--- src/design/art_pkg.sv ---
package art_pkg;

   // Table geometry and field widths.
   localparam int TABLE_ENTRIES = 16;
   localparam int SITE_BITS = 8;
   localparam int ROUTE_BITS = 16;
   localparam int LIFE_BITS = 16;
   localparam int STAMP_BITS = 16;
   localparam int OP_BITS = 2;
   localparam int STATUS_BITS = 2;
   localparam int COUNT_BITS = 5;
   localparam int IDX_BITS = $clog2(TABLE_ENTRIES);

   // Stream payload widths, padded to whole bytes.
   localparam int REQ_FIELD_BITS = 4 * SITE_BITS + ROUTE_BITS;
   localparam int REQ_DATA_BITS = ((REQ_FIELD_BITS + 7) / 8) * 8;
   localparam int RSP_FIELD_BITS = SITE_BITS + COUNT_BITS;
   localparam int RSP_DATA_BITS = ((RSP_FIELD_BITS + 7) / 8) * 8;

   // Lifetime after reset: three times twenty thousand ticks.
   localparam logic [LIFE_BITS-1:0] LIFETIME_RESET = LIFE_BITS'(3 * 20000);

   // Operation codes.
   localparam logic [OP_BITS-1:0] OP_REGISTER = 2'd0;
   localparam logic [OP_BITS-1:0] OP_UNREGISTER = 2'd1;
   localparam logic [OP_BITS-1:0] OP_LOOKUP = 2'd2;
   localparam logic [OP_BITS-1:0] OP_TICK = 2'd3;

   // Result status codes.
   localparam logic [STATUS_BITS-1:0] STATUS_OK = 2'd0;
   localparam logic [STATUS_BITS-1:0] STATUS_NOT_FOUND = 2'd1;
   localparam logic [STATUS_BITS-1:0] STATUS_FULL = 2'd2;

   // Commands from the controller to the datapath.
   typedef struct packed {
      logic load;
      logic scan;
      logic finish;
   } art_cmd_type;

   // Status from the datapath to the controller.
   typedef struct packed {
      logic scan_last;
      logic out_free;
   } art_status_type;

endpackage

--- src/design/art_ctrl.sv ---
module art_ctrl (
   input  logic                    clock,
   input  logic                    reset,
   input  logic                    req_tvalid,
   output logic                    req_tready,
   input  art_pkg::art_status_type stat,
   output art_pkg::art_cmd_type    cmd
);
   import art_pkg::*;

   localparam logic [1:0] ST_IDLE = 2'd0;
   localparam logic [1:0] ST_SCAN = 2'd1;
   localparam logic [1:0] ST_FINISH = 2'd2;

   logic [1:0] state_ff;
   logic [1:0] state_in;

   // Next state and commands.
   always_comb begin
      state_in = state_ff;
      cmd = '0;
      req_tready = 1'b0;
      case (state_ff)
         ST_IDLE: begin
            req_tready = 1'b1;
            if (req_tvalid) begin
               cmd.load = 1'b1;
               state_in = ST_SCAN;
            end
         end
         ST_SCAN: begin
            cmd.scan = 1'b1;
            if (stat.scan_last) begin
               state_in = ST_FINISH;
            end
         end
         ST_FINISH: begin
            // Commit only once the result register can take the beat.
            if (stat.out_free) begin
               cmd.finish = 1'b1;
               state_in = ST_IDLE;
            end
         end
         default: begin
            state_in = ST_IDLE;
         end
      endcase
   end

   always_ff @(posedge clock) begin
      if (reset) begin
         state_ff <= ST_IDLE;
      end else begin
         state_ff <= state_in;
      end
   end

endmodule

--- src/design/art_datapath.sv ---
module art_datapath (
   input  logic                                clock,
   input  logic                                reset,
   input  art_pkg::art_cmd_type                cmd,
   output art_pkg::art_status_type             stat,
   // Fields from bit 0: source_site, dest_site, route_number, prev_hop_site, next_hop_site.
   input  logic [art_pkg::REQ_DATA_BITS-1:0]   req_tdata,
   // Fields from bit 0: opcode.
   input  logic [art_pkg::OP_BITS-1:0]         req_tuser,
   input  logic                                csr_wr_en,
   input  logic [art_pkg::LIFE_BITS-1:0]       csr_wr_data,
   output logic                                rsp_tvalid,
   input  logic                                rsp_tready,
   // Fields from bit 0: hop_site, expired_count, zero padding.
   output logic [art_pkg::RSP_DATA_BITS-1:0]   rsp_tdata,
   // Fields from bit 0: status.
   output logic [art_pkg::STATUS_BITS-1:0]     rsp_tuser
);
   import art_pkg::*;

   // Request held for the whole operation.
   logic [OP_BITS-1:0]    op_ff;
   logic [SITE_BITS-1:0]  src_ff;
   logic [SITE_BITS-1:0]  dst_ff;
   logic [ROUTE_BITS-1:0] route_ff;
   logic [SITE_BITS-1:0]  prev_ff;
   logic [SITE_BITS-1:0]  next_ff;

   // Route table.
   logic [TABLE_ENTRIES-1:0] valid_ff, valid_in;
   logic [SITE_BITS-1:0]     src_tab_ff [TABLE_ENTRIES];
   logic [SITE_BITS-1:0]     src_tab_in [TABLE_ENTRIES];
   logic [SITE_BITS-1:0]     dst_tab_ff [TABLE_ENTRIES];
   logic [SITE_BITS-1:0]     dst_tab_in [TABLE_ENTRIES];
   logic [ROUTE_BITS-1:0]    route_tab_ff [TABLE_ENTRIES];
   logic [ROUTE_BITS-1:0]    route_tab_in [TABLE_ENTRIES];
   logic [SITE_BITS-1:0]     prev_tab_ff [TABLE_ENTRIES];
   logic [SITE_BITS-1:0]     prev_tab_in [TABLE_ENTRIES];
   logic [SITE_BITS-1:0]     next_tab_ff [TABLE_ENTRIES];
   logic [SITE_BITS-1:0]     next_tab_in [TABLE_ENTRIES];
   logic [LIFE_BITS-1:0]     life_tab_ff [TABLE_ENTRIES];
   logic [LIFE_BITS-1:0]     life_tab_in [TABLE_ENTRIES];
   logic [STAMP_BITS-1:0]    stamp_tab_ff [TABLE_ENTRIES];
   logic [STAMP_BITS-1:0]    stamp_tab_in [TABLE_ENTRIES];
   logic [STAMP_BITS-1:0]    stamp_count_ff, stamp_count_in;
   logic [LIFE_BITS-1:0]     lifetime_ff, lifetime_in;

   // Walk state.
   logic [IDX_BITS-1:0]   idx_ff, idx_in;
   logic                  found_ff, found_in;
   logic [IDX_BITS-1:0]   best_ff, best_in;
   logic [STAMP_BITS-1:0] best_age_ff, best_age_in;
   logic                  rev_ff, rev_in;
   logic [SITE_BITS-1:0]  hop_ff, hop_in;
   logic [COUNT_BITS-1:0] expired_ff, expired_in;

   // Result register.
   logic                   rsp_valid_ff, rsp_valid_in;
   logic [STATUS_BITS-1:0] rsp_status_ff, rsp_status_in;
   logic [SITE_BITS-1:0]   rsp_hop_ff, rsp_hop_in;
   logic [COUNT_BITS-1:0]  rsp_expired_ff, rsp_expired_in;

   // Compare of the entry under the walk index.
   logic                  cur_valid;
   logic                  cur_route_eq;
   logic                  cur_fwd;
   logic                  cur_rev;
   logic                  cur_hit;
   logic [STAMP_BITS-1:0] cur_age;
   logic                  cur_better;

   always_comb begin
      cur_valid = valid_ff[idx_ff];
      cur_route_eq = route_tab_ff[idx_ff] == route_ff;
      cur_fwd = (src_tab_ff[idx_ff] == src_ff) && (dst_tab_ff[idx_ff] == dst_ff);
      cur_rev = (op_ff == OP_LOOKUP) && (src_tab_ff[idx_ff] == dst_ff)
                && (dst_tab_ff[idx_ff] == src_ff);
      cur_hit = cur_valid && cur_route_eq && (cur_fwd || cur_rev);
      cur_age = stamp_count_ff - stamp_tab_ff[idx_ff];
      cur_better = cur_hit && (!found_ff || (cur_age < best_age_ff));
   end

   assign stat.scan_last = idx_ff == IDX_BITS'(TABLE_ENTRIES - 1);
   assign stat.out_free = !rsp_valid_ff || rsp_tready;

   // Table, walk and result updates.
   always_comb begin
      valid_in = valid_ff;
      src_tab_in = src_tab_ff;
      dst_tab_in = dst_tab_ff;
      route_tab_in = route_tab_ff;
      prev_tab_in = prev_tab_ff;
      next_tab_in = next_tab_ff;
      life_tab_in = life_tab_ff;
      stamp_tab_in = stamp_tab_ff;
      stamp_count_in = stamp_count_ff;
      lifetime_in = csr_wr_en ? csr_wr_data : lifetime_ff;
      idx_in = idx_ff;
      found_in = found_ff;
      best_in = best_ff;
      best_age_in = best_age_ff;
      rev_in = rev_ff;
      hop_in = hop_ff;
      expired_in = expired_ff;
      rsp_valid_in = rsp_valid_ff && !rsp_tready;
      rsp_status_in = rsp_status_ff;
      rsp_hop_in = rsp_hop_ff;
      rsp_expired_in = rsp_expired_ff;

      // Start of an operation: rewind the walk.
      if (cmd.load) begin
         idx_in = '0;
         found_in = 1'b0;
         expired_in = '0;
      end

      // One table entry per cycle.
      if (cmd.scan) begin
         idx_in = idx_ff + 1'b1;
         case (op_ff)
            OP_REGISTER: begin
               // Lowest free entry.
               if (!cur_valid && !found_ff) begin
                  found_in = 1'b1;
                  best_in = idx_ff;
               end
            end
            OP_UNREGISTER, OP_LOOKUP: begin
               // Newest matching entry; strict compare keeps the lower index on a tie.
               if (cur_better) begin
                  found_in = 1'b1;
                  best_in = idx_ff;
                  best_age_in = cur_age;
                  rev_in = !cur_fwd;
                  hop_in = cur_fwd ? next_tab_ff[idx_ff] : prev_tab_ff[idx_ff];
               end
            end
            OP_TICK: begin
               // Age the entry and drop it when its last tick runs out.
               if (cur_valid) begin
                  if (life_tab_ff[idx_ff] <= LIFE_BITS'(1)) begin
                     valid_in[idx_ff] = 1'b0;
                     expired_in = expired_ff + 1'b1;
                  end else begin
                     life_tab_in[idx_ff] = life_tab_ff[idx_ff] - 1'b1;
                  end
               end
            end
            default: begin
               idx_in = idx_ff + 1'b1;
            end
         endcase
      end

      // Commit the operation and load the result beat.
      if (cmd.finish) begin
         rsp_valid_in = 1'b1;
         rsp_status_in = STATUS_OK;
         rsp_hop_in = '0;
         rsp_expired_in = '0;
         case (op_ff)
            OP_REGISTER: begin
               if (found_ff) begin
                  valid_in[best_ff] = 1'b1;
                  src_tab_in[best_ff] = src_ff;
                  dst_tab_in[best_ff] = dst_ff;
                  route_tab_in[best_ff] = route_ff;
                  prev_tab_in[best_ff] = prev_ff;
                  next_tab_in[best_ff] = next_ff;
                  life_tab_in[best_ff] = lifetime_ff;
                  stamp_tab_in[best_ff] = stamp_count_ff;
                  stamp_count_in = stamp_count_ff + 1'b1;
               end else begin
                  rsp_status_in = STATUS_FULL;
               end
            end
            OP_UNREGISTER: begin
               if (found_ff) begin
                  valid_in[best_ff] = 1'b0;
               end else begin
                  rsp_status_in = STATUS_NOT_FOUND;
               end
            end
            OP_LOOKUP: begin
               if (found_ff) begin
                  rsp_hop_in = hop_ff;
                  // A forward hit restarts the route's lifetime.
                  if (!rev_ff) begin
                     life_tab_in[best_ff] = lifetime_ff;
                  end
               end else begin
                  rsp_status_in = STATUS_NOT_FOUND;
               end
            end
            OP_TICK: begin
               rsp_expired_in = expired_ff;
            end
            default: begin
               rsp_status_in = STATUS_OK;
            end
         endcase
      end
   end

   // Control registers.
   always_ff @(posedge clock) begin
      if (reset) begin
         valid_ff <= '0;
         stamp_count_ff <= '0;
         lifetime_ff <= LIFETIME_RESET;
         idx_ff <= '0;
         found_ff <= 1'b0;
         rsp_valid_ff <= 1'b0;
      end else begin
         valid_ff <= valid_in;
         stamp_count_ff <= stamp_count_in;
         lifetime_ff <= lifetime_in;
         idx_ff <= idx_in;
         found_ff <= found_in;
         rsp_valid_ff <= rsp_valid_in;
      end
   end

   // Payload registers.
   always_ff @(posedge clock) begin
      if (cmd.load) begin
         src_ff <= req_tdata[SITE_BITS-1:0];
         dst_ff <= req_tdata[2*SITE_BITS-1:SITE_BITS];
         route_ff <= req_tdata[2*SITE_BITS+ROUTE_BITS-1:2*SITE_BITS];
         prev_ff <= req_tdata[3*SITE_BITS+ROUTE_BITS-1:2*SITE_BITS+ROUTE_BITS];
         next_ff <= req_tdata[4*SITE_BITS+ROUTE_BITS-1:3*SITE_BITS+ROUTE_BITS];
         op_ff <= req_tuser;
      end
      src_tab_ff <= src_tab_in;
      dst_tab_ff <= dst_tab_in;
      route_tab_ff <= route_tab_in;
      prev_tab_ff <= prev_tab_in;
      next_tab_ff <= next_tab_in;
      life_tab_ff <= life_tab_in;
      stamp_tab_ff <= stamp_tab_in;
      best_ff <= best_in;
      best_age_ff <= best_age_in;
      rev_ff <= rev_in;
      hop_ff <= hop_in;
      expired_ff <= expired_in;
      rsp_status_ff <= rsp_status_in;
      rsp_hop_ff <= rsp_hop_in;
      rsp_expired_ff <= rsp_expired_in;
   end

   assign rsp_tvalid = rsp_valid_ff;
   assign rsp_tuser = rsp_status_ff;
   assign rsp_tdata = {{(RSP_DATA_BITS - RSP_FIELD_BITS){1'b0}}, rsp_expired_ff, rsp_hop_ff};

endmodule

--- src/design/aging_route_table.sv ---
// A result beat is registered: the request beat is loaded, the table is walked one entry per cycle,
// then a commit step loads the result register.
// A new request beat is taken only in idle, after the previous request has committed;
// a waiting result beat stalls only the commit of the following request, not its walk.
// Reset (synchronous, active high) empties the table, zeroes the insertion stamp
// and loads the lifetime register with 60000; there is no clearing pass.
module aging_route_table (
   input  logic                                clock,
   input  logic                                reset,
   input  logic                                req_tvalid,
   output logic                                req_tready,
   // Fields from bit 0: source_site, dest_site, route_number, prev_hop_site, next_hop_site.
   input  logic [art_pkg::REQ_DATA_BITS-1:0]   req_tdata,
   // Fields from bit 0: opcode.
   input  logic [art_pkg::OP_BITS-1:0]         req_tuser,
   output logic                                rsp_tvalid,
   input  logic                                rsp_tready,
   // Fields from bit 0: hop_site, expired_count, zero padding.
   output logic [art_pkg::RSP_DATA_BITS-1:0]   rsp_tdata,
   // Fields from bit 0: status.
   output logic [art_pkg::STATUS_BITS-1:0]     rsp_tuser,
   input  logic                                csr_wr_en,
   input  logic [art_pkg::LIFE_BITS-1:0]       csr_wr_data
);
   import art_pkg::*;

   art_cmd_type    cmd;
   art_status_type stat;

   // Sequencer for load, walk and commit.
   art_ctrl u_ctrl (
      .clock      (clock),
      .reset      (reset),
      .req_tvalid (req_tvalid),
      .req_tready (req_tready),
      .stat       (stat),
      .cmd        (cmd)
   );

   // Route table, walk logic and result register.
   art_datapath u_datapath (
      .clock       (clock),
      .reset       (reset),
      .cmd         (cmd),
      .stat        (stat),
      .req_tdata   (req_tdata),
      .req_tuser   (req_tuser),
      .csr_wr_en   (csr_wr_en),
      .csr_wr_data (csr_wr_data),
      .rsp_tvalid  (rsp_tvalid),
      .rsp_tready  (rsp_tready),
      .rsp_tdata   (rsp_tdata),
      .rsp_tuser   (rsp_tuser)
   );

endmodule

--- config.mk ---
export PLATFORM = sky130hd
export DESIGN_NAME = aging_route_table
export DESIGN_NICKNAME = d
export VERILOG_FILES = /design/src/design/art_pkg.sv /design/src/design/art_ctrl.sv /design/src/design/art_datapath.sv /design/src/design/aging_route_table.sv
export SDC_FILE = /design/constraint.sdc
export NUM_CORES = 2
export LEC_CHECK = 0
export ABC_CLOCK_PERIOD_IN_PS = 16700
export BUFFER_PORTS_ARGS = -buffer_cell sky130_fd_sc_hd__clkbuf_2
export CORE_MARGIN = 2
export CORE_UTILIZATION = 30
export DETAILED_ROUTE_END_ITERATION = 8
export SETUP_SLACK_MARGIN = 0.1
export SLEW_MARGIN = 15
export SYNTH_ARGS = -nofsm -noshare
export SYNTH_HDL_FRONTEND = slang
export SYNTH_SLANG_ARGS = --single-unit
export TNS_END_PERCENT = 50
--- constraint.sdc ---
create_clock -name clock -period 16.7 [get_ports clock]
set_input_delay 3.34 -clock clock [delete_from_list [all_inputs] [get_ports clock]]
set_output_delay 3.34 -clock clock [all_outputs]
set_load 0.01 [all_outputs]
==> impl_metrics.csv <==
group,metric,value,unit
status,status,"completed",
synthesis,synth-edff-count,1118,
setup_path,crit_path_start,"u_datapath.idx_ff[0]",
synthesis,synthFlopType,"edfxtp_1",
power_and_ir_drop,p_per_area,105.0,nW/µm²
die,placementRows,168,
synthesis,ys_warn_count,0,
route,wl_per_cell,24.74,µm
cts,clockBufferDepth,3,
cts,htree_levels,4,
cts,clock_latency,0.83,ns
timing,fin_crit,7.436,ns
setup_path,critPathRequiredTime,17.35,ns
final_layout,layout.nets,4489,
setup_path,cp_top_family,"compound AO/OA/AOI/OAI gates",
setup_path,critPathMaxStageDelay,0.90,ns
route,vias_per_cell,5.477,
timing,relSlewSlack,0.2067,
route,drtAntennaViolNets,0,
final_layout,final_layout_size_suffix_gt1_frac,0.2017,
placement,finalWeightedCongestion,0.8860,
cts,clk_pin_slew,0.06,ns
global_route,grt-ovfl-total,0,
setup_path,cp-end-kind,"flip-flop",
worst_hold_path,hold_path.class,"flip-flop to flip-flop",
route,firstDrtPassIters,8,
setup_path,critPathBufInv,3,
setup_path,r2r-start,"u_datapath.idx_ff[0]",
worst_hold_path,hold_start,"u_datapath.valid_ff[9]",
power_and_ir_drop,ir_worst_vdd,0.1079,mV
cts,postCtsSetupRepairBufs,0,
final_layout,final_cell_mix,"edfxtp_1, nand2_1, mux4_2, dfxtp_1, o21ai_0",
global_route,grt_pass1_wl,268800,µm
timing,timing.final.setup_violations,0,
synthesis,yosysSeqAreaShare,0.6304,
timing,period_share,0.4453,
placement,io_buffers,87,
synthesis,avgSynthCellArea,14.61,µm²
die,ios,91,
final_layout,area_growth,13.87,%
power_and_ir_drop,finalPower,7.571,mW
synthesis,syn_area,63320,µm²
global_route,grtUsageTotal,0.1647,
final_layout,num_antenna_cells,0,
setup_path,cp.arrival,8.08,ns
route,dr_total_vias,39990,
cts,cts_tree,"done",
cts,cts_buffers,154,
global_route,grt_pass1_vias,40110,
setup_path,path_max_fanout,40,
timing,clock_skew,0.08038,ns
placement,place_hpwl,104900,µm
run,maxCapViolCount,0,
die,core_area,209800,µm²
route,drt_iter0_drc,4805,
synthesis,ys_types,74,
cts,cts-resized-gates,0,
cts,holdBufCountCts,0,
setup_path,crit_path_start_kind,"flip-flop",
timing,finalHoldViolations,0,
placement,pre_cts_ws,9.251,ns
synthesis,async_flop_share,0,
setup_path,path_common_cell,"buf_4",
die,die-area,214800,µm²
die,fp.dieW,463.4,µm
global_route,grt_antenna_before_repair,4,
setup_path,worstSetupPathType,"flip-flop to flip-flop",
cts,root_buffer,"clkbuf_16",
setup_path,crit_chain,"buf_4 > buf_4 > mux4_2 > a221oi_1 > ha_1 > nor2_1 > or3b_2 > o41a_2 > buf_4 > nand3_2 > o21ai_0 > or3_1 > a32o_1",
timing,holdWs,0.4807,ns
timing,tightest_slew,1.189,ns
cts,cts_sinks,1435,
synthesis,syn_inst,4333,
timing,max_freq,0.1345,GHz
die,die_h,463.4,µm
final_layout,layout_commonest_cell,"edfxtp_1",
setup_path,critPathSlowestCell,"o41a_2",
timing,worst_slack,9.264,ns
die,initial_utilization,0.3018,
timing,finalSetupTns,0,ns
timing,maxSlewViolCount,0,
synthesis,ys_seq_elements,1435,
route,routed_wl,180700,µm
timing,rsz0062_at_grt,"false",
global_route,grt_max_degree,80,
power_and_ir_drop,p_leak,23.57,nW
route,drcViolationCount,0,
layout make-up:
cell class              count  area [µm²]
clock buffers             188        4061
clock inverters            91        1027
fillers                 20100      137700
inverters                  80       341.6
multi-input cells        2506       21960
flip-flops and latches   1435       39940
well taps                2805        3510
repair buffers            196        1266
through the flow:
| step | cells | area [µm²] | utilization |
|---|---|---|---|
| floorplan | 4335 | 63330 | - |
| global placement | 7022 | 66990 | 0.3193 |
| detailed placement | 7022 | 66990 | 0.3193 |
| CTS | 7301 | 72080 | 0.3436 |
| global route | 7301 | 72100 | 0.3437 |
| finish | 7301 | 72100 | 0.3437 |
synth_stat cells, drive strengths merged, types with 34 or more instances:
master  count  share of area
mux2i     206          0.033
buf       115          0.010
nand4      34         0.0035
nand2     393          0.023
mux4      368           0.13
nor2      186          0.011
a31oi      65         0.0064
inv        80         0.0047
clkbuf    199          0.012
nor3       59         0.0048
dfxtp     317           0.10
edfxtp   1118           0.53
a221oi     37         0.0053
o211ai     76         0.0090
ha         44         0.0087
a21oi     195          0.015
o21ai     281          0.022
xnor2      60         0.0083
nand3      68         0.0056
kinds of logic after synthesis:
family	share of synthesized area
AND/OR/NAND/NOR	0.06268
flip-flops	0.6304
buffers and inverters	0.02671
other	0.00005922
XOR/XNOR	0.01217
adder cells (fa/ha/maj)	0.009010
multiplexers	0.1694
AO/OA/AOI/OAI	0.08953
sequential cells by signal, summed over array words and instances (netlist names), 8 cells and up:
name	count
u_datapath.stamp_count_ff	16
u_datapath.next_ff	8
u_datapath.lifetime_ff	16
u_datapath.prev_ff	8
u_datapath.hop_ff	8
u_datapath.src_tab_ff	128
u_datapath.rsp_hop_ff	8
u_datapath.route_tab_ff	256
u_datapath.prev_tab_ff	128
u_datapath.src_ff	8
u_datapath.route_ff	16
u_datapath.dst_tab_ff	128
u_datapath.life_tab_ff	256
u_datapath.best_age_ff	16
u_datapath.dst_ff	8
u_datapath.next_tab_ff	128
u_datapath.stamp_tab_ff	256
u_datapath.valid_ff	16
worst reg2reg max path, stage by stage, from the launching register on:
cell and delay, ns:
dfxtp_4 0.80, buf_4 0.81, buf_4 0.66, mux4_2 0.65, a221oi_1 0.69, ha_1 0.34, nor2_1 0.06, or3b_2 0.51
o41a_2 0.90, buf_4 0.47, nand3_2 0.63, o21ai_0 0.21, or3_1 0.34, a32o_1 0.22
power breakdown:
| part | total [mW] | internal, mW | switching [mW] |
|---|---|---|---|
| logic | 0.245 | 0.0992 | 0.146 |
| registers | 3.89 | 3.84 | 0.0478 |
| clock network | 3.44 | 1.95 | 1.48 |
worst paths after layout:
| check | end | depth (start not counted) | slack [ns] |
|---|---|---|---|
| hold / removal | u_datapath.valid_ff[9] | 2 | 0.48 |
| setup / recovery | u_datapath.life_tab_ff[141] | 13 | 9.26 |
| hold reg to reg | u_datapath.valid_ff[9] | 2 | 0.48 |
| setup reg to reg | u_datapath.life_tab_ff[141] | 13 | 9.26 |
routing by layer:
layer	global-route usage	wire length [µm]	vias up
met2	0.2705	86910	1918
met5	0	13	-
met4	0.06169	6195	2
met1	0.2164	73860	20530
met3	0.03018	13680	384
li1	-	-	17160
(Power assumes the default switching activity.)
